$ cat src/rtl/mzc_pkg.sv
// Shared types, constants and the control store of the MPE zone sequencer.
`timescale 1ns / 1ps

package mzc_pkg;

  // Field widths
  localparam int STEP_W   = 7;
  localparam int CNT_W    = 7;
  localparam int UPC_W    = 4;
  localparam int MEMBER_W = 4;

  // Request limits and message constants
  localparam logic [CNT_W-1:0] MAX_BUDGET   = 7'd64;
  localparam logic [7:0]       STATUS_CC    = 8'hB0;
  localparam logic [3:0]       MGR_CH_LOWER = 4'd0;
  localparam logic [3:0]       MGR_CH_UPPER = 4'd15;
  localparam logic [3:0]       MEMBER_TOP   = 4'd14;
  localparam logic [3:0]       MEMBER_MAX   = 4'd14;

  // Controller numbers
  localparam logic [6:0] CC_RPN_MSB  = 7'd101;
  localparam logic [6:0] CC_RPN_LSB  = 7'd100;
  localparam logic [6:0] CC_DATA_MSB = 7'd6;
  localparam logic [6:0] CC_DATA_LSB = 7'd38;

  // Outcome codes
  localparam logic [1:0] OC_OK         = 2'd0;
  localparam logic [1:0] OC_BAD_BUDGET = 2'd1;
  localparam logic [1:0] OC_REFUSED    = 2'd2;

  // Register indexes
  localparam logic [1:0] REG_ZONE_UPPER   = 2'd0;
  localparam logic [1:0] REG_MEMBER_COUNT = 2'd1;
  localparam logic [1:0] REG_BEND_RANGE   = 2'd2;

  // First control-store address of the per-member group
  localparam logic [UPC_W-1:0] UPC_MEMBER_START = 4'd3;

  // Value byte selection
  typedef enum logic [2:0] {
    VS_ZERO,
    VS_SIX,
    VS_COUNT,
    VS_BEND,
    VS_FULL
  } vsel_t;

  // One control word: controller, value source, channel source, group wrap
  typedef struct packed {
    logic [6:0] ctl;
    vsel_t      vsel;
    logic       mgr;
    logic       wrap;
  } uword_t;

  typedef struct packed {
    logic       zone_upper;
    logic [3:0] member_count;
    logic [6:0] pb_range;
  } cfg_t;

  // Control store: configuration message, then the member RPN group
  function automatic uword_t ucode_word(input logic [UPC_W-1:0] upc);
    uword_t w;
    w = '{ctl: CC_RPN_MSB, vsel: VS_ZERO, mgr: 1'b0, wrap: 1'b1};
    unique case (upc)
      4'd0:    w = '{ctl: CC_RPN_MSB,  vsel: VS_ZERO,  mgr: 1'b1, wrap: 1'b0};
      4'd1:    w = '{ctl: CC_RPN_LSB,  vsel: VS_SIX,   mgr: 1'b1, wrap: 1'b0};
      4'd2:    w = '{ctl: CC_DATA_MSB, vsel: VS_COUNT, mgr: 1'b1, wrap: 1'b0};
      4'd3:    w = '{ctl: CC_RPN_MSB,  vsel: VS_ZERO,  mgr: 1'b0, wrap: 1'b0};
      4'd4:    w = '{ctl: CC_RPN_LSB,  vsel: VS_ZERO,  mgr: 1'b0, wrap: 1'b0};
      4'd5:    w = '{ctl: CC_DATA_MSB, vsel: VS_BEND,  mgr: 1'b0, wrap: 1'b0};
      4'd6:    w = '{ctl: CC_DATA_LSB, vsel: VS_ZERO,  mgr: 1'b0, wrap: 1'b0};
      4'd7:    w = '{ctl: CC_RPN_MSB,  vsel: VS_FULL,  mgr: 1'b0, wrap: 1'b0};
      4'd8:    w = '{ctl: CC_RPN_LSB,  vsel: VS_FULL,  mgr: 1'b0, wrap: 1'b1};
      default: w = '{ctl: CC_RPN_MSB,  vsel: VS_ZERO,  mgr: 1'b0, wrap: 1'b1};
    endcase
    return w;
  endfunction

endpackage

$ cat src/rtl/mzc_if.sv
// Valid/ready channel interfaces for requests and message results.
`timescale 1ns / 1ps

interface mzc_req_if;
  logic       valid;
  logic       ready;
  logic [6:0] budget;
  logic [6:0] sink_room;

  modport source (output valid, budget, sink_room, input ready);
  modport sink   (input valid, budget, sink_room, output ready);
endinterface

interface mzc_rsp_if;
  logic       valid;
  logic       ready;
  logic       msg_valid;
  logic [7:0] status_byte;
  logic [6:0] controller;
  logic [6:0] ctl_value;
  logic       last;
  logic [6:0] sent_count;
  logic [1:0] outcome;
  logic       configured;

  modport source (output valid, msg_valid, status_byte, controller, ctl_value, last,
                  sent_count, outcome, configured, input ready);
  modport sink   (input valid, msg_valid, status_byte, controller, ctl_value, last,
                  sent_count, outcome, configured, output ready);
endinterface

$ cat src/rtl/mzc_useq.sv
// Microcode step counter, member counter and script position.
`timescale 1ns / 1ps

module mzc_useq (
  input  logic                          clk,
  input  logic                          rst,
  input  logic                          advance,
  output logic [mzc_pkg::STEP_W-1:0]    script_step,
  output logic [mzc_pkg::MEMBER_W-1:0]  member_idx,
  output mzc_pkg::uword_t               uword
);
  import mzc_pkg::*;

  logic [UPC_W-1:0] upc;

  // Fetch the control word of the current step
  assign uword = ucode_word(upc);

  // Advance one script step; wrap the member group back to its start
  always_ff @(posedge clk) begin
    if (rst) begin
      upc         <= '0;
      member_idx  <= '0;
      script_step <= '0;
    end else if (advance) begin
      script_step <= script_step + STEP_W'(1);
      if (uword.wrap) begin
        upc        <= UPC_MEMBER_START;
        member_idx <= member_idx + MEMBER_W'(1);
      end else begin
        upc <= upc + UPC_W'(1);
      end
    end
  end

endmodule

$ cat src/rtl/mzc_msg_gen.sv
// Message datapath: channel and value byte from the control word.
`timescale 1ns / 1ps

module mzc_msg_gen (
  input  mzc_pkg::uword_t               uword,
  input  mzc_pkg::cfg_t                 cfg,
  input  logic [mzc_pkg::MEMBER_W-1:0]  member_idx,
  output logic [7:0]                    status_byte,
  output logic [6:0]                    controller,
  output logic [6:0]                    ctl_value
);
  import mzc_pkg::*;

  logic [3:0] member_cl;
  logic [3:0] channel;

  // Pick the channel: manager, or member counting up or down
  always_comb begin
    member_cl = (member_idx > MEMBER_MAX) ? MEMBER_MAX : member_idx;
    if (uword.mgr) begin
      channel = cfg.zone_upper ? MGR_CH_UPPER : MGR_CH_LOWER;
    end else if (cfg.zone_upper) begin
      channel = MEMBER_TOP - member_cl;
    end else begin
      channel = member_idx + 4'd1;
    end
  end

  assign status_byte = STATUS_CC + {4'd0, channel};
  assign controller  = uword.ctl;

  // Select the value byte
  always_comb begin
    case (uword.vsel)
      VS_SIX:   ctl_value = 7'd6;
      VS_COUNT: ctl_value = {3'd0, cfg.member_count};
      VS_BEND:  ctl_value = cfg.pb_range;
      VS_FULL:  ctl_value = 7'd127;
      default:  ctl_value = 7'd0;
    endcase
  end

endmodule

$ cat src/rtl/mpe_zone_config_sequencer.sv
// Top level of the MPE zone sequencer: registers, request control, result register.
//
//  channel  dir  handshake       payload
//  req      in   valid/ready     budget, sink_room
//  rsp      out  valid/ready     msg_valid, status_byte, controller, ctl_value,
//                                last, sent_count, outcome, configured
//  apb      in   psel/penable    paddr, pwdata, prdata (pready tied high)
//
// A request that sends nothing still returns one empty result. Messages leave
// one per cycle while the result register is free, one control-store step per
// sent message. Reset is synchronous and needs no clearing pass.
// A stalled result holds the sequencer; the next request is taken once the
// last result of the current one is in the result register.
`timescale 1ns / 1ps

module mpe_zone_config_sequencer (
  input  logic        clk,
  input  logic        rst,
  mzc_req_if.sink     req,
  mzc_rsp_if.source   rsp,
  input  logic        psel,
  input  logic        penable,
  input  logic        pwrite,
  input  logic [3:0]  paddr,
  input  logic [31:0] pwdata,
  output logic [31:0] prdata,
  output logic        pready
);
  import mzc_pkg::*;

  localparam logic ST_IDLE = 1'b0;
  localparam logic ST_RUN  = 1'b1;

  logic                state;
  cfg_t                cfg;
  logic [CNT_W-1:0]    budget;
  logic [CNT_W-1:0]    room;
  logic [CNT_W-1:0]    sent;
  logic [CNT_W-1:0]    sent_next;
  logic [STEP_W-1:0]   script_step;
  logic [STEP_W-1:0]   step_next;
  logic [STEP_W-1:0]   total;
  logic [MEMBER_W-1:0] member_idx;
  uword_t              uword;
  logic [7:0]          gen_status;
  logic [6:0]          gen_ctl;
  logic [6:0]          gen_value;
  logic                slot_free;
  logic                emit;
  logic                finish;
  logic                last_msg;
  logic                done;
  logic                can_send;
  logic                wr_en;

  // Configuration port
  assign pready = 1'b1;
  assign wr_en  = psel && penable && pwrite && pready;

  always_ff @(posedge clk) begin
    if (rst) begin
      cfg.zone_upper   <= 1'b0;
      cfg.member_count <= 4'd2;
      cfg.pb_range     <= 7'd48;
    end else if (wr_en) begin
      unique case (paddr[3:2])
        REG_ZONE_UPPER:   cfg.zone_upper <= pwdata[0];
        REG_MEMBER_COUNT: cfg.member_count <=
                            (pwdata[3:0] > MEMBER_MAX) ? MEMBER_MAX : pwdata[3:0];
        REG_BEND_RANGE:   cfg.pb_range <= pwdata[6:0];
        default: ;
      endcase
    end
  end

  always_comb begin
    unique case (paddr[3:2])
      REG_ZONE_UPPER:   prdata = {31'd0, cfg.zone_upper};
      REG_MEMBER_COUNT: prdata = {28'd0, cfg.member_count};
      REG_BEND_RANGE:   prdata = {25'd0, cfg.pb_range};
      default:          prdata = '0;
    endcase
  end

  // Sequencer and message datapath
  mzc_useq u_useq (
    .clk         (clk),
    .rst         (rst),
    .advance     (emit),
    .script_step (script_step),
    .member_idx  (member_idx),
    .uword       (uword)
  );

  mzc_msg_gen u_gen (
    .uword       (uword),
    .cfg         (cfg),
    .member_idx  (member_idx),
    .status_byte (gen_status),
    .controller  (gen_ctl),
    .ctl_value   (gen_value)
  );

  // Script length is three plus six per member
  assign total = STEP_W'({cfg.member_count, 2'b00}) + STEP_W'({cfg.member_count, 1'b0})
                 + STEP_W'(3);

  // Request control
  assign slot_free = !rsp.valid || rsp.ready;
  assign req.ready = (state == ST_IDLE);
  assign done      = (script_step >= total);
  assign can_send  = (budget != '0) && (sent < budget) && !done && (sent < room);
  assign emit      = (state == ST_RUN) && slot_free && can_send;
  assign sent_next = sent + CNT_W'(1);
  assign step_next = script_step + STEP_W'(1);
  assign last_msg  = (sent_next >= budget) || (step_next >= total) || (sent_next >= room);
  assign finish    = (state == ST_RUN) && slot_free && (!can_send || last_msg);

  always_ff @(posedge clk) begin
    if (rst) begin
      state <= ST_IDLE;
    end else begin
      unique case (state)
        ST_IDLE: if (req.valid) state <= ST_RUN;
        ST_RUN:  if (finish) state <= ST_IDLE;
        default: state <= ST_IDLE;
      endcase
    end
  end

  // Latch the request, saturating the budget
  always_ff @(posedge clk) begin
    if (req.valid && req.ready) begin
      budget <= (req.budget > MAX_BUDGET) ? MAX_BUDGET : req.budget;
      room   <= req.sink_room;
      sent   <= '0;
    end else if (emit) begin
      sent <= sent_next;
    end
  end

  // Result register
  always_ff @(posedge clk) begin
    if (rst) begin
      rsp.valid <= 1'b0;
    end else if (slot_free) begin
      rsp.valid <= (state == ST_RUN);
    end
  end

  always_ff @(posedge clk) begin
    if (state == ST_RUN && slot_free) begin
      if (can_send) begin
        rsp.msg_valid   <= 1'b1;
        rsp.status_byte <= gen_status;
        rsp.controller  <= gen_ctl;
        rsp.ctl_value   <= gen_value;
        rsp.last        <= last_msg;
        rsp.sent_count  <= last_msg ? sent_next : '0;
        rsp.outcome     <= OC_OK;
        rsp.configured  <= (step_next >= total);
      end else begin
        rsp.msg_valid   <= 1'b0;
        rsp.status_byte <= '0;
        rsp.controller  <= '0;
        rsp.ctl_value   <= '0;
        rsp.last        <= 1'b1;
        rsp.sent_count  <= '0;
        rsp.configured  <= done;
        if (budget == '0) begin
          rsp.outcome <= OC_BAD_BUDGET;
        end else if (!done && (room == '0)) begin
          rsp.outcome <= OC_REFUSED;
        end else begin
          rsp.outcome <= OC_OK;
        end
      end
    end
  end

`ifndef SYNTH
  // Every sent message moves the script on by exactly one step
  a_step_advance: assert property (@(posedge clk) disable iff (rst)
    emit |=> (script_step == $past(script_step) + 7'd1))
    else $error("script step did not advance with a sent message");

  // A result without a message always closes its request
  a_empty_is_last: assert property (@(posedge clk) disable iff (rst)
    (rsp.valid && !rsp.msg_valid) |-> rsp.last)
    else $error("empty result not marked last");

  // A running request never ends before its final result
  a_no_overlap: assert property (@(posedge clk) disable iff (rst)
    (state == ST_RUN && !finish) |=> (state == ST_RUN))
    else $error("request ended without a final result");
`endif

endmodule
$ cat src/flat_wrapper.sv
// flat-port wrapper written by rule: the top's interface ports become plain ports
module mpe_zone_config_sequencer_flat import mzc_pkg::*;
  (clk, rst, psel, penable, pwrite, paddr, pwdata, prdata, pready, req_valid, req_budget, req_sink_room, req_ready, rsp_valid, rsp_msg_valid, rsp_status_byte, rsp_controller, rsp_ctl_value, rsp_last, rsp_sent_count, rsp_outcome, rsp_configured, rsp_ready);
  mzc_req_if req_i ();
  mzc_rsp_if rsp_i ();
  input  logic clk;
  input  logic rst;
  input  logic psel;
  input  logic penable;
  input  logic pwrite;
  input  logic [3:0] paddr;
  input  logic [31:0] pwdata;
  output logic [31:0] prdata;
  output logic pready;
  input wire logic [$bits(req_i.valid)-1:0] req_valid;
  input wire logic [$bits(req_i.budget)-1:0] req_budget;
  input wire logic [$bits(req_i.sink_room)-1:0] req_sink_room;
  output wire logic [$bits(req_i.ready)-1:0] req_ready;
  output wire logic [$bits(rsp_i.valid)-1:0] rsp_valid;
  output wire logic [$bits(rsp_i.msg_valid)-1:0] rsp_msg_valid;
  output wire logic [$bits(rsp_i.status_byte)-1:0] rsp_status_byte;
  output wire logic [$bits(rsp_i.controller)-1:0] rsp_controller;
  output wire logic [$bits(rsp_i.ctl_value)-1:0] rsp_ctl_value;
  output wire logic [$bits(rsp_i.last)-1:0] rsp_last;
  output wire logic [$bits(rsp_i.sent_count)-1:0] rsp_sent_count;
  output wire logic [$bits(rsp_i.outcome)-1:0] rsp_outcome;
  output wire logic [$bits(rsp_i.configured)-1:0] rsp_configured;
  input wire logic [$bits(rsp_i.ready)-1:0] rsp_ready;
  assign req_i.valid = req_valid;
  assign req_i.budget = req_budget;
  assign req_i.sink_room = req_sink_room;
  assign req_ready = req_i.ready;
  assign rsp_valid = rsp_i.valid;
  assign rsp_msg_valid = rsp_i.msg_valid;
  assign rsp_status_byte = rsp_i.status_byte;
  assign rsp_controller = rsp_i.controller;
  assign rsp_ctl_value = rsp_i.ctl_value;
  assign rsp_last = rsp_i.last;
  assign rsp_sent_count = rsp_i.sent_count;
  assign rsp_outcome = rsp_i.outcome;
  assign rsp_configured = rsp_i.configured;
  assign rsp_i.ready = rsp_ready;
  mpe_zone_config_sequencer u_core (.clk(clk), .rst(rst), .req(req_i), .rsp(rsp_i), .psel(psel), .penable(penable), .pwrite(pwrite), .paddr(paddr), .pwdata(pwdata), .prdata(prdata), .pready(pready));
endmodule
$ cat config.mk
export PLATFORM = sky130hd
export DESIGN_NAME = mpe_zone_config_sequencer_flat
export DESIGN_NICKNAME = d
export VERILOG_FILES = /design/src/rtl/mzc_pkg.sv /design/src/rtl/mzc_if.sv /design/src/rtl/mzc_useq.sv /design/src/rtl/mzc_msg_gen.sv /design/src/rtl/mpe_zone_config_sequencer.sv /design/src/flat_wrapper.sv
export SDC_FILE = /design/constraint.sdc
export NUM_CORES = 1
export LEC_CHECK = 0
export ABC_AREA = 1
export BUFFER_PORTS_ARGS = -buffer_cell sky130_fd_sc_hd__buf_2
export CAP_MARGIN = 20
export CORE_AREA = 2 2 102 104
export DETAILED_ROUTE_END_ITERATION = 12
export DIE_AREA = 0 0 104 106
export GPL_TIMING_DRIVEN = 0
export PLACE_DENSITY = 0.8
export SYNTH_ARGS = -nofsm -noshare
export SYNTH_HDL_FRONTEND = slang
export SYNTH_SLANG_ARGS = --single-unit
export TNS_END_PERCENT = 30
$ cat constraint.sdc
create_clock -name clk -period 3.4 [get_ports clk]
set_input_delay 0.68 -clock clk [delete_from_list [all_inputs] [get_ports clk]]
set_output_delay 0.68 -clock clk [all_outputs]
set_load 0.005 [all_outputs]
Yosys cells after proc, flatten, opt, wreduce, memory -nomap -nowiden --
Memories as Yosys holds them, arrays and structs flattened. A register that Yosys moved wholly into a read port is not among the register bits. Cells that the tools add are included. Widths: inputs -> output; s select.
Word-level totals: register bits after elaboration 84, latch bits 0, bits in writable memories 0, bits in read-only memories 144, input port bits 57, output and inout bits 69, memories 1
Operators by class: add/sub/neg operators 8, multiply operators 0, divide/modulo/power cells 0, $lt $le $gt $ge 9, equality and inequality tests 6, shifts and indexed selects 0, mux-type cells 17, bitwise gates (word level) 1, reduce and logical (&&, ||, !) cells 27
Memory list:
- (no name shown) | depth 16, width 9, rd ports 1, clocked after Yosys merged registers in 1, write ports 0, RTL line mzc_pkg.sv:66 | unique case (upc)
Operator list (number):
- $mux 4 | 8
- $ge 7x7->1 | 4
- $pmux 7 s4 | 1
- $pmux 7 s3 | 1
- $add 7x1->7 const B | 2
- $logic_not 7->1 | 2
- $lt 7x7->1 | 2
- $logic_and 1x1->1 | 10
- $reduce_and 2->1 | 5
- $add 4x1->4 const B | 2
- $add 8x4->8 const A | 1
- $gt 4x4->1 const B | 2
- $add 6x5->7 | 1
- $add 7x2->7 const B | 1
- $gt 7x7->1 const B | 1
- $reduce_bool 7->1 | 1
- $eq 3x2->1 const B | 2
- $mux 1 | 5
- $logic_or 1x1->1 | 4
- $sub 4x4->4 const A | 1
- $eq 3x1->1 const B | 1
- $eq 3x3->1 const B | 1
- $logic_not 1->1 | 3
- $eq 2x1->1 const B | 1
- other kinds (6) | 6

Depth between registers and ports, before layout --
Gate-level depths: netlist of run 1.
depth after elaboration 11, mapped depth 22, mapped depth without buffers 22

Cells and area by module --
A second synthesis of run 1 with hierarchy kept.
Second synthesis, totals: cell total of the unflattened synthesis 699, area total of the unflattened synthesis 5734.2 µm²
Modules (own cells, without submodules):
- mpe_zone_config_sequencer | times used 1, cells each 475, area an instance 4217.8 µm²
- mzc_useq | times used 1, cells each 148, area an instance 1112.3 µm²
- mzc_msg_gen | times used 1, cells each 76, area an instance 404.1 µm²

Worst setup path after synthesis of run 1 --
OpenSTA, ideal clock, no wires.
path kind register to register, start point register u_core.cfg[8] (netlist name), end point register u_core.u_useq.uword[6] (netlist name), setup time 0.116 ns, arrival 2.987 ns, required time 3.284 ns, setup slack 0.297 ns, stages on the path, launching flop included 20, clock period less this slack 3.103 ns, cell sequence dfxtp_1 inv_1 ha_1 xor2_1 ha_1 nand3_1 nand3_1 nand2_1 nand2_1 nand2_1 nand3_1 nand2_4 nand4_4 nor2_8 nor2_1 nor3_2 inv_1 ha_1 nor2_1 nor2_1
Between the ends: word-level cells in the longest chain between the ends 9
Ends and longest elaborated chain:
- $add 6x5->7 | RTL line mpe_zone_config_sequencer.sv:105 | assign total = STEP_W'({cfg.member_count, 2'b00}) + STEP_W'({cfg.member_count, 1'b0})
- $add 7x2->7 | RTL line mpe_zone_config_sequencer.sv:106 | + STEP_W'(3);
- $ge 7x7->1 | RTL line mpe_zone_config_sequencer.sv:111 | assign done = (script_step >= total);
- $logic_not 1->1 | RTL line mpe_zone_config_sequencer.sv:112 | assign can_send = (budget != '0) && (sent < budget) && !done && (sent < room);
- $logic_and 1x1->1 (2 in series) | RTL line mpe_zone_config_sequencer.sv:112
- $logic_and 1x1->1 | RTL line mpe_zone_config_sequencer.sv:113 | assign emit = (state == ST_RUN) && slot_free && can_send;
- $mux 4 (no line) (2 in series)
Every way passes these cells. A chain may end at the register's enable or synchronous reset.

Worst setup path in the final report of run 1 --
start point register u_core.cfg[8] (netlist name), end point register u_core.u_useq.uword[5] (netlist name)
Between the ends: word-level cells in the longest chain between the ends 9
Ends and longest elaborated chain (RTL line):
- $add 6x5->7 | mpe_zone_config_sequencer.sv:105
- $add 7x2->7 | mpe_zone_config_sequencer.sv:106
- $ge 7x7->1 | mpe_zone_config_sequencer.sv:111
- $logic_not 1->1 | mpe_zone_config_sequencer.sv:112
- $logic_and 1x1->1 (2 in series) | mpe_zone_config_sequencer.sv:112
- $logic_and 1x1->1 | mpe_zone_config_sequencer.sv:113
- $mux 4 (no line) (2 in series)
Every way passes these cells.

==> results of run 1 <==
[worst paths after layout]
path                            cells after the start  slack, ps                endpoint
worst max register to register                     23        200  u_core.u_useq.uword[5]
worst max-delay path                               23        200  u_core.u_useq.uword[5]
worst min-delay path                                1        480          u_core.room[6]
worst min register to register                      2        490           u_core.cfg[6]
[critical path, cell delays in order, from the launching register on]
cell	delay, ps
dfxtp_4	390
inv_1	80
ha_1	330
xor2_2	200
ha_1	270
nand3_1	100
nand3_1	100
nand2_1	70
nand2_1	40
nand2_1	50
nand3_1	130
nand2_4	120
nand4_4	140
nor2_8	150
buf_4	120
nand3_1	50
inv_1	90
nor3_2	50
buf_4	170
ha_1	190
nand3_1	80
nand2_1	60
nand2_1	70
nand2_1	40
[metal layers]
metal	GRT usage, %	routed length (um)	vias to the layer above
li1	-	-	2129
met1	20.6	4230	1919
met2	38.3	5830	129
met3	3.99	545	24
met4	8.88	285	0
met5	0	0	-
[metrics by stage]
stage               cells  total power, mW
global placement      830             3.62
floorplan             626             3.14
CTS                   851             4.54
detailed placement    831             3.73
finish                856             4.61
global route          856             4.98
[cells in the mapped netlist (5+ instances only)]
cell type,n
edfxtp_1,42
nand2_2,5
nor2_1,64
buf_4,32
xor2_1,13
ha_1,54
o211ai_1,5
clkbuf_1,6
nand3_1,24
o21ai_0,35
o21a_1,5
dfxtp_1,45
nor3_1,11
a21oi_1,43
nand2_1,70
inv_1,95
[power groups by stage]
stage	Combinational, mW	Clock (mW)	Sequential, mW
after floorplan	1.48	0	1.66
final	2.20	0.746	1.67
after detailed placement	2.04	0	1.69
after CTS	2.12	0.754	1.67
after global placement	1.94	0	1.68
after global routing	2.48	0.797	1.70
[area by class of cell]
class	instances	area share [%]
clock buffers	9	2.02
flip-flops and latches	87	35.4
inverters	99	6.10
clock inverters	7	1.31
well taps	136	2.77
repair buffers	78	6.98
multi-input cells	400	40.9
plain buffers	40	4.55
[sequential cells by signal, indices dropped and copies added (netlist names)]
| signal | cells |
|---|---|
| u_core.cfg | 12 |
| u_core.u_useq.uword | 9 |
| u_core.budget | 7 |
| u_core.room | 7 |
| u_core.rsp.ctl_value | 7 |
| u_core.rsp.sent_count | 7 |
| u_core.sent | 7 |
| u_core.u_useq.script_step | 7 |
| u_core.rsp.controller | 5 |
| u_core.rsp.status_byte | 4 |
| u_core.u_useq.member_idx | 4 |
| u_core.u_useq.upc | 4 |
| u_core.rsp.outcome | 2 |
| u_core.rsp.configured | 1 |
| u_core.rsp.last | 1 |
| u_core.rsp.msg_valid | 1 |
| u_core.rsp.valid | 1 |
| u_core.state | 1 |
[timing repair]
item                                    4_1_cts  5_1_grt
pin swaps                                     3        1
gates cloned                                  0        0
resized for setup                             3        6
buffers inserted                              4        5
endpoints found under the setup margin        7        8
[cell families (layout without fill, tap and decap cells)]
kind of cell | Yosys count | count (layout) | share of synthesized area [%]
flops | 87 | 87 | 41.5
fa+ha+maj | 55 | 55 | 13.4
buf+inv | 139 | 233 | 12.5
other cells | 2 | 29 | 0.144
compound gates | 104 | 104 | 11.3
simple gates | 198 | 198 | 18.8
xor+xnor | 14 | 14 | 2.36
==> flow_summary_export.csv, run 1 <==
group,metric,value,unit
layout,final_cell_area,0.00613,mm^2
power,powerDensity,752,mW/mm^2
placement,place_area,0.00584,mm^2
critical_path,worst_ep_arrival_time,3480,ps
sta,tightestPinTransition,578,ps
critical_path,cp-startpoint,"u_core.cfg[8]",
clock_network,clk_slew_on_worst_s_h_paths,90,ps
sta,max-slew-margin-rel,61.4,%
layout,nets,827,
layout,filler_cell_count,856,
critical_path,worstSetupStartpointType,"flip-flop",
floorplan,starting_density_of_the_core,52.1,%
power,cellLeakagePower,3.09,nW
clock_network,cts_hold_repair.buffers,0,
sta,finalSetupViolCount,0,
yosys,yosysUniqueCellTypes,47,
yosys,synth-main-ff-cell,"dfxtp_1",
yosys,avgSynthCellArea,8.69,um^2
clock_network,clock_tree.root_cell,"clkbuf_8",
route,post_drt_via_cell_ratio,4.91,
critical_path,worst-path-max-fanout,5,
floorplan,die_w,104,um
power,net_sw_power,1.91,mW
route,wl,10.9,mm
sta,finalHoldViolations,0,
sta,max_freq,312,MHz
layout,antennaDiodeCount,0,
layout,layout_common_cells,"inv_1 (93), nand2_1 (70), buf_2 (69), nor2_1 (63), ha_1 (54)",
critical_path,rr_startpoint,"u_core.cfg[8]",
global_routing,grt_start_max_net_pins,26,
yosys,synth-seq-area-share,41.5,%
route,route.detailed.drc,0,
sta,fin_skew,11.6,ps
global_routing,grt.total_usage,19.8,%
route,detailroute.via_count,4201,
yosys,synthesis.yosys.warnings,0,
yosys,synth-async-reset-ratio,0,%
layout,area_added_between_synthesis_and_finish,17.8,%
sta,layout_min_cycle_time,3200,ps
layout,post_route_cells_drive_above_1_share,22.8,%
placement,placement.setup.worst_slack,-264,ps
clock_network,tritoncts.num_buffers,9,
run,drv.max_cap_violation_count,0,
yosys,synthDominantAreaCellType,"edfxtp_1",
global_routing,grt_pass1_wl,17.6,mm
yosys,post_synth_edffs,42,
critical_path,cp-end-kind,"flip-flop",
yosys,post-synth-top-area-fraction,24.2,%
yosys,synth_area_leaders,"edfxtp_1 (24%), dfxtp_1 (17%), ha_1 (13%)",
layout,multi_input_area,0.00251,mm^2
placement,portBuffers,68,
sta,finalWorstSetupSlack,198,ps
global_routing,first_global_vias,3948,
power,comb_power_share,47.7,%
clock_network,tritoncts,"done",
yosys,syn_area,0.00520,mm^2
route,drtIter0Drc,152,
power,peakVddDrop,331,uV
sta,tns,0,ps
layout,register_area,0.00217,mm^2
power,power_switching_share,41.5,%
route,wire_per_inst,12.7,um
critical_path,worstSetupPathType,"flip-flop to flip-flop",
sta,finalMaxSlewViolations,0,
floorplan,placementRows,37,
min_path,hold_path.class,"input pin to flip-flop",
sta,hold_slack,483,ps
floorplan,dieArea,0.0110,mm^2
clock_network,h-tree-depth,3,
power,sequentialPowerShare,36.1,%
layout,layout.cells.most_common,"inv_1",
critical_path,critPathRequiredTime,3670,ps
floorplan,core-area,0.0100,mm^2
yosys,syn-instance-count,599,
min_path,hold_path.startpoint,"req_sink_room[6]",
global_routing,grt-ovfl-total,0,
route,ant_nets,0,
outcome,outcome,"finished clean",
route,drt_pass1_iterations,5,
power,p_int,2.70,mW
clock_network,clk-insertion-delay-late,370,ps
power,power_share_of_the_clock_group,16.2,%
placement,hpwl_after_detailed_placement,8.34,mm
layout,post_route_core_utilization,61.3,%
placement,gp_congestion,0.858,
clock_network,clk_path_buf_depth,2,
sta,final.period_utilization,94.2,%
clock_network,cts_sinks,87,
floorplan,io-pin-count,126,
floorplan,die_h,106,um
global_routing,initial_antenna_violation_count,0,
yosys,count_of_state_elements_after_synthesis,87,
Note: power is estimated with default switching activity, not from simulation.
==> inputs of run 2 (changes only) <==
PLACE_DENSITY = default   (was 0.8)
PLACE_DENSITY_LB_ADDON = 0.3   (was default)
==> run 2 against run 1 <==
- critical path depth shrank 4
- design area shrank 0.53%
- hold slack lost 6.4 ps
- via count shrank 1.6%
- non-clock buffer count shrank 4
- worst setup slack gained 73 ps
- clock-buffer cell count grew 5
- sequential share of layout area grew 0.11 points
- fmax grew 2.3%
- power shrank 1.8%
- first-iteration DRC count shrank 24%
- sequential cell count is the same
- largest power group unchanged
==> flow_summary_export.csv, run 2 (same netlist as run 1, synthesis figures left out) <==
group,metric,value,unit
sta,unrepaired_setup_endpoints_after_global_routing,"false",
critical_path,worstSetupPathType,"flip-flop to flip-flop",
layout,nets,823,
global_routing,grt_start_max_net_pins,21,
critical_path,critPathRequiredTime,3680,ps
layout,register_area,0.00216,mm^2
critical_path,rr_startpoint,"u_core.cfg[8]",
outcome,outcome,"finished clean",
global_routing,grt.total_usage,19.9,%
power,peakVddDrop,362,uV
route,drtIter0Drc,115,
clock_network,clk_path_buf_depth,2,
power,power.total,4.53,mW
critical_path,worstSetupStartpointType,"flip-flop",
run,drv.max_cap_violation_count,0,
clock_network,clock_tree.root_cell,"clkbuf_8",
placement,numPlacedInstances,831,
floorplan,die_h,106,um
route,wl,10.5,mm
global_routing,grt-ovfl-total,0,
clock_network,cts_sinks,87,
sta,finalMaxSlewViolations,0,
critical_path,cp-startpoint,"u_core.cfg[8]",
min_path,hold_path.startpoint,"req_sink_room[3]",
critical_path,rrSetupSlack,270,ps
sta,tightestPinTransition,637,ps
sta,layout_min_cycle_time,3130,ps
sta,final.period_utilization,92.0,%
sta,max_freq,320,MHz
power,cellLeakagePower,3.08,nW
floorplan,dieArea,0.0110,mm^2
sta,fin_skew,10.2,ps
global_routing,grt_pass1_wl,17.5,mm
layout,top_register,"u_core.cfg",
clock_network,cts_hold_repair.buffers,0,
floorplan,io-pin-count,126,
route,drt_pass1_iterations,5,
critical_path,worst_ep_arrival_time,3410,ps
placement,place_area,0.00584,mm^2
global_routing,initial_antenna_violation_count,0,
global_routing,first_global_vias,4018,
sta,hold_slack,477,ps
sta,max-slew-margin-rel,57.5,%
sta,finalHoldViolations,0,
route,wire_per_inst,12.4,um
min_path,hold_path.class,"input pin to flip-flop",
layout,filler_cell_count,875,
floorplan,starting_density_of_the_core,52.1,%
layout,area_added_between_synthesis_and_finish,17.2,%
clock_network,tritoncts,"done",
floorplan,die_w,104,um
critical_path,cp-end-kind,"flip-flop",
layout,multi_input_area,0.00250,mm^2
layout,stdcell_count,852,
layout,final_cell_area,0.00610,mm^2
route,detailroute.via_count,4134,
clock_network,tritoncts.num_buffers,9,
layout,antennaDiodeCount,0,
clock_network,h-tree-depth,3,
layout,layout_common_cells,"inv_1 (95), nand2_1 (70), buf_2 (69), nor2_1 (64), ha_1 (54)",
clock_network,clk-insertion-delay-late,380,ps
floorplan,placementRows,37,
floorplan,core-area,0.0100,mm^2
route,post_drt_via_cell_ratio,4.85,
layout,largest_register_ffs,12,
clock_network,clk_slew_on_worst_s_h_paths,80,ps
placement,portBuffers,68,
route,route.detailed.drc,0,
layout,layout.cells.most_common,"inv_1",
sta,finalSetupViolCount,0,
power,powerDensity,742,mW/mm^2
critical_path,worst-path-max-fanout,7,
layout,post_route_core_utilization,61.0,%
layout,post_route_cells_drive_above_1_share,21.9,%
placement,hpwl_after_detailed_placement,8.29,mm
route,ant_nets,0,
placement,gp_congestion,0.882,
-- run 2: cell types whose count changed in the layout (fill, tap and decap cells not counted), moves of 2 or more --
cell,delta
buf_4,-4
clkbuf_8,+3
dfxtp_2,+2
dfxtp_4,-2
inv_1,+2
inv_2,-2
inv_6,-2
-- run 2: layout make-up --
type	instances	area share, %
buffer	40	4.57
clock inverter	2	0.164
clock buffer	14	3.24
multi-input combinational	400	41.0
tap	136	2.79
inverter	99	6.13
sequential	87	35.5
timing repair buffer	74	6.65
-- run 2: final timing paths --
kind | to | depth (start not counted)
max | u_core.u_useq.uword[6] | 19
min | u_core.room[3] | 1
max reg2reg | u_core.u_useq.uword[6] | 19
min reg2reg | u_core.cfg[6] | 2
-- run 2: repair_timing --
item | 4_1_cts | 5_1_grt
endpoints found under the setup margin | 6 | 8
setup buffers | 2 | 3
resized for setup | 0 | 3
pin swaps | 2 | 1
-- run 2: power breakdown --
group	total [mW]	leakage [nW]	switching [mW]	internal, mW
clock network	0.737	0.111	0.361	0.376
registers	1.66	0.772	0.183	1.48
logic	2.13	2.20	1.31	0.821
total	4.53	3.08	1.85	2.68
-- run 2: routing by layer --
layer / GRT usage [%] / part of all wire (%) / vias to the layer above
met1: 20.2 / 40 / 1911
met2: 38.5 / 54 / 74
li1: - / - / 2128
met3: 5.58 / 3.7 / 21
met4: 7.72 / 2.2 / 0
met5: 0 / 0 / -
-- run 2: per-stage QoR --
step                worst slack [ps]  setup TNS, ps
floorplan                        297              0
global placement                -125           -356
detailed placement              -190           -674
CTS                             12.3              0
global route                    13.9              0
finish                           271              0
-- run 2: critical path, cell delays in order, from the launching register on --
cell	delay, ps
dfxtp_2	400
inv_1	90
ha_1	320
xor2_2	170
ha_1	300
nand3_1	90
nand3_1	70
nand2_1	60
nand2_1	50
nand2_1	70
nand3_1	120
nand2_4	110
nand4_4	130
nor2_8	200
nor2_1	80
nor3_2	140
inv_1	110
ha_1	320
nor2_1	150
nor2_1	60
==> inputs of run 3 (changes only) <==
ABC_AREA = default   (was 1)
CORE_AREA = 2 2 100 102   (was 2 2 102 104)
DIE_AREA = 0 0 102 104   (was 0 0 104 106)
==> run 3 against run 2 <==
- the run now ends with negative setup slack left
- cell count is 11% lower
- core utilization rose by 2.6 points
- routed wire length fell by 5.5%
- power shrank 48%
- combinational power fell by 81%
- sequential cell count stayed put
- clock skew is essentially flat
- worst setup slack got worse by 380 ps
- via count is 8.5% lower
- non-clock buffer count increased by 14
- fmax is 11% lower
- sequential power fell by 27%
- highest routed layer unchanged
==> flow_summary_export.csv, run 3 <==
group,metric,value,unit
critical_path,rr_startpoint,"u_core.cfg[7]",
sta,fin_skew,10.3,ps
critical_path,reg2reg_depth,15,
outcome,outcome,"finished, violations left",
yosys,post-synth-top-area-fraction,24.9,%
power,sequentialPowerShare,51.1,%
power,power_share_of_the_clock_group,31.9,%
power,powerDensity,389,mW/mm^2
placement,portBuffers,69,
global_routing,grt_start_max_net_pins,31,
sta,unrepaired_setup_endpoints_after_global_routing,"true",
critical_path,cp-end-kind,"flip-flop",
sta,finalHoldViolations,0,
yosys,synth_area_in_compound_gates,9.67,%
clock_network,clk_path_buf_depth,2,
critical_path,r2r_end,"u_core.u_useq.uword[11]",
critical_path,critPathRequiredTime,3660,ps
floorplan,io-pin-count,126,
yosys,post_synth_fa_ha_maj_area_fraction,14.2,%
route,wl,9.95,mm
critical_path,path_cells,"fa_1 > inv_2 > ha_4 > a21oi_2 > o21ai_2 > maj3_2 > maj3_2 > a211oi_4 > buf_6 > nor2_4 > a211oi_4 > inv_2 > ha_4 > mux2i_1 > or2_1",
yosys,count_of_state_elements_after_synthesis,87,
yosys,yosysUniqueCellTypes,59,
global_routing,first_global_vias,3654,
route,post_drt_via_cell_ratio,4.98,
critical_path,worst_path_largest_cell_delay,560,ps
layout,largest_register_ffs,12,
placement,gp_congestion,0.843,
min_path,worst_hold_path.endpoint,"u_core.room[6]",
sta,finalWorstSetupSlack,-111,ps
route,drtIter0Drc,176,
yosys,synthDominantAreaCellType,"edfxtp_1",
power,net_sw_power,0.658,mW
yosys,synth-async-reset-ratio,0,%
layout,layout_common_cells,"buf_2 (70), nor2_1 (52), ha_1 (51), buf_4 (45)",
clock_network,clk_slew_on_worst_s_h_paths,100,ps
clock_network,h-tree-depth,3,
sta,final.period_utilization,103,%
yosys,synth-main-ff-cell,"dfxtp_1",
critical_path,path_buf_inv,3,
critical_path,cp-startpoint,"u_core.cfg[7]",
yosys,post_synth_xor_area_fraction,5.34,%
route,wire_per_inst,13.1,um
yosys,synthesis.yosys.warnings,0,
route,detailroute.via_count,3784,
yosys,synth-seq-area-share,42.7,%
global_routing,use_met2,35.2,%
yosys,main_combinational_cell_family_by_area_after_synthesis,"simple AND/OR/NAND/NOR gates",
global_routing,busiest_layer,"met2",
placement,hpwl_after_detailed_placement,7.49,mm
yosys,post_synth_edffs,42,
critical_path,worst_ep_arrival_time,3770,ps
power,power.total,2.36,mW
layout,filler_cell_count,818,
layout,antennaDiodeCount,0,
yosys,syn-instance-count,503,
sta,tns,-441,ps
floorplan,core-area,0.00955,mm^2
clock_network,clock_tree.root_cell,"clkbuf_8",
yosys,syn_area,0.00506,mm^2
layout,layout.cells.most_common,"buf_2",
floorplan,placementRows,36,
power,peakVddDrop,239,uV
yosys,synth_area_leaders,"edfxtp_1 (25%), dfxtp_1 (18%), ha_1 (13%)",
layout,nets,734,
route,route.detailed.drc,0,
clock_network,tritoncts,"done",
sta,layout_min_cycle_time,3510,ps
sta,finalSetupViolCount,7,
clock_network,tritoncts.num_buffers,9,
global_routing,groute.layer.met1.usage,24.4,%
global_routing,grt-ovfl-total,0,
sta,hold_slack,475,ps
critical_path,worst-path-max-fanout,4,
critical_path,worstSetupPathType,"flip-flop to flip-flop",
power,power_switching_share,27.8,%
layout,register_area,0.00217,mm^2
critical_path,worstSetupStartpointType,"flip-flop",
critical_path,rrSetupSlack,-110,ps
clock_network,cts_sinks,87,
sta,max-slew-margin-rel,26.7,%
global_routing,initial_antenna_violation_count,0,
layout,post_route_cells_drive_above_1_share,26.3,%
yosys,yosys-top-cells-count,"ha_1 (54), nor2_1 (54), dfxtp_1 (45)",
clock_network,clk-insertion-delay-late,370,ps
yosys,yosys-mux-area-fraction,3.81,%
clock_network,cts_hold_repair.buffers,0,
placement,placement.setup.worst_slack,-583,ps
run,drv.max_cap_violation_count,0,
floorplan,starting_density_of_the_core,53.0,%
sta,finalMaxSlewViolations,0,
route,ant_nets,0,
sta,max_freq,285,MHz
power,cellLeakagePower,2.81,nW
layout,top_register,"u_core.cfg",
layout,area_added_between_synthesis_and_finish,20.1,%
global_routing,grt_pass1_wl,16.8,mm
power,comb_power_share,17.0,%
outcome,violations,"negative setup slack",
min_path,hold_path.class,"input pin to flip-flop",
sta,tightestPinTransition,1100,ps
global_routing,grt_use_met3,3.49,%
floorplan,dieArea,0.0106,mm^2
global_routing,grt.total_usage,20.0,%
critical_path,critPathSlowestCell,"fa_1",
power,p_int,1.71,mW
layout,multi_input_area,0.00268,mm^2
yosys,avgSynthCellArea,10.1,um^2
route,drt_pass1_iterations,4,
min_path,hold_path.startpoint,"req_sink_room[6]",
critical_path,path_delay_family,"adder cells",
floorplan,die_h,104,um
min_path,whs_path_depth,1,
floorplan,die_w,102,um
yosys,synth_simple_gate_area_share,16.0,%
run 3: final cells by class:
cell class / instances / share of cell area, %
plain buffers: 47 / 5.17
clock buffers: 9 / 2.04
clock inverters: 7 / 1.32
inverters: 29 / 1.79
multi-input cells: 367 / 44.0
flip-flops and latches: 87 / 35.7
well taps: 133 / 2.74
repair buffers: 81 / 7.17
run 3: how the worst max path moves through the flow:
stage                                    to  slack [ps]  cells past startpoint
floorplan           u_core.u_useq.uword[11]        -140                     15
global placement    u_core.u_useq.uword[11]        -460                     15
detailed placement   u_core.u_useq.uword[5]        -580                     16
CTS                 u_core.u_useq.uword[11]        -210                     15
global route        u_core.u_useq.uword[11]        -250                     15
finish              u_core.u_useq.uword[11]        -110                     15
run 3: what timing repair did:
action                     4_1_cts  5_1_grt
pin swaps                        4        5
setup endpoints to repair       29       31
resized for setup                7        7
buffers inserted                11        1
run 3: through the flow:
step	cells	utilization, %	cell area, um^2
floorplan	530	-	5230
global route	760	63.6	6070
global placement	732	60.1	5740
detailed placement	732	60.1	5740
CTS	759	63.4	6050
finish	760	63.6	6070
run 3: cell families (layout without fill, tap and decap cells):
logic type,Yosys count,in the layout
other,2,29
AOI/OAI and AO/OA,71,71
xor gates and xnor gates,30,30
muxes,19,19
DFF,87,87
and+or+nand+nor,161,161
buffers and inverters,76,173
adders and majority gates,57,57
run 3: metal layers:
layer  share of wire, %  vias to the layer above
li1                   -                     1918
met1                 42                     1767
met2                 52                       86
met3                4.5                       13
met4                1.3                        0
met5                  0                        -
run 3: power groups by stage:
| stage | Sequential, mW | Clock, mW | Combinational [mW] |
|---|---|---|---|
| CTS | 1.21 | 0.777 | 0.403 |
| global placement | 1.23 | 0 | 0.366 |
| floorplan | 1.23 | 0 | 0.266 |
| detailed placement | 1.23 | 0 | 0.382 |
| global route | 1.22 | 0.815 | 0.459 |
| finish | 1.21 | 0.754 | 0.402 |
run 3: worst register-to-register path, delay by kind of cell (launching register included):
family	cells	cell delay, ps
mux	1	60
compound gates	4	670
fa+ha+maj	5	1710
flops	1	370
simple gates	2	270
buf+inv	3	330
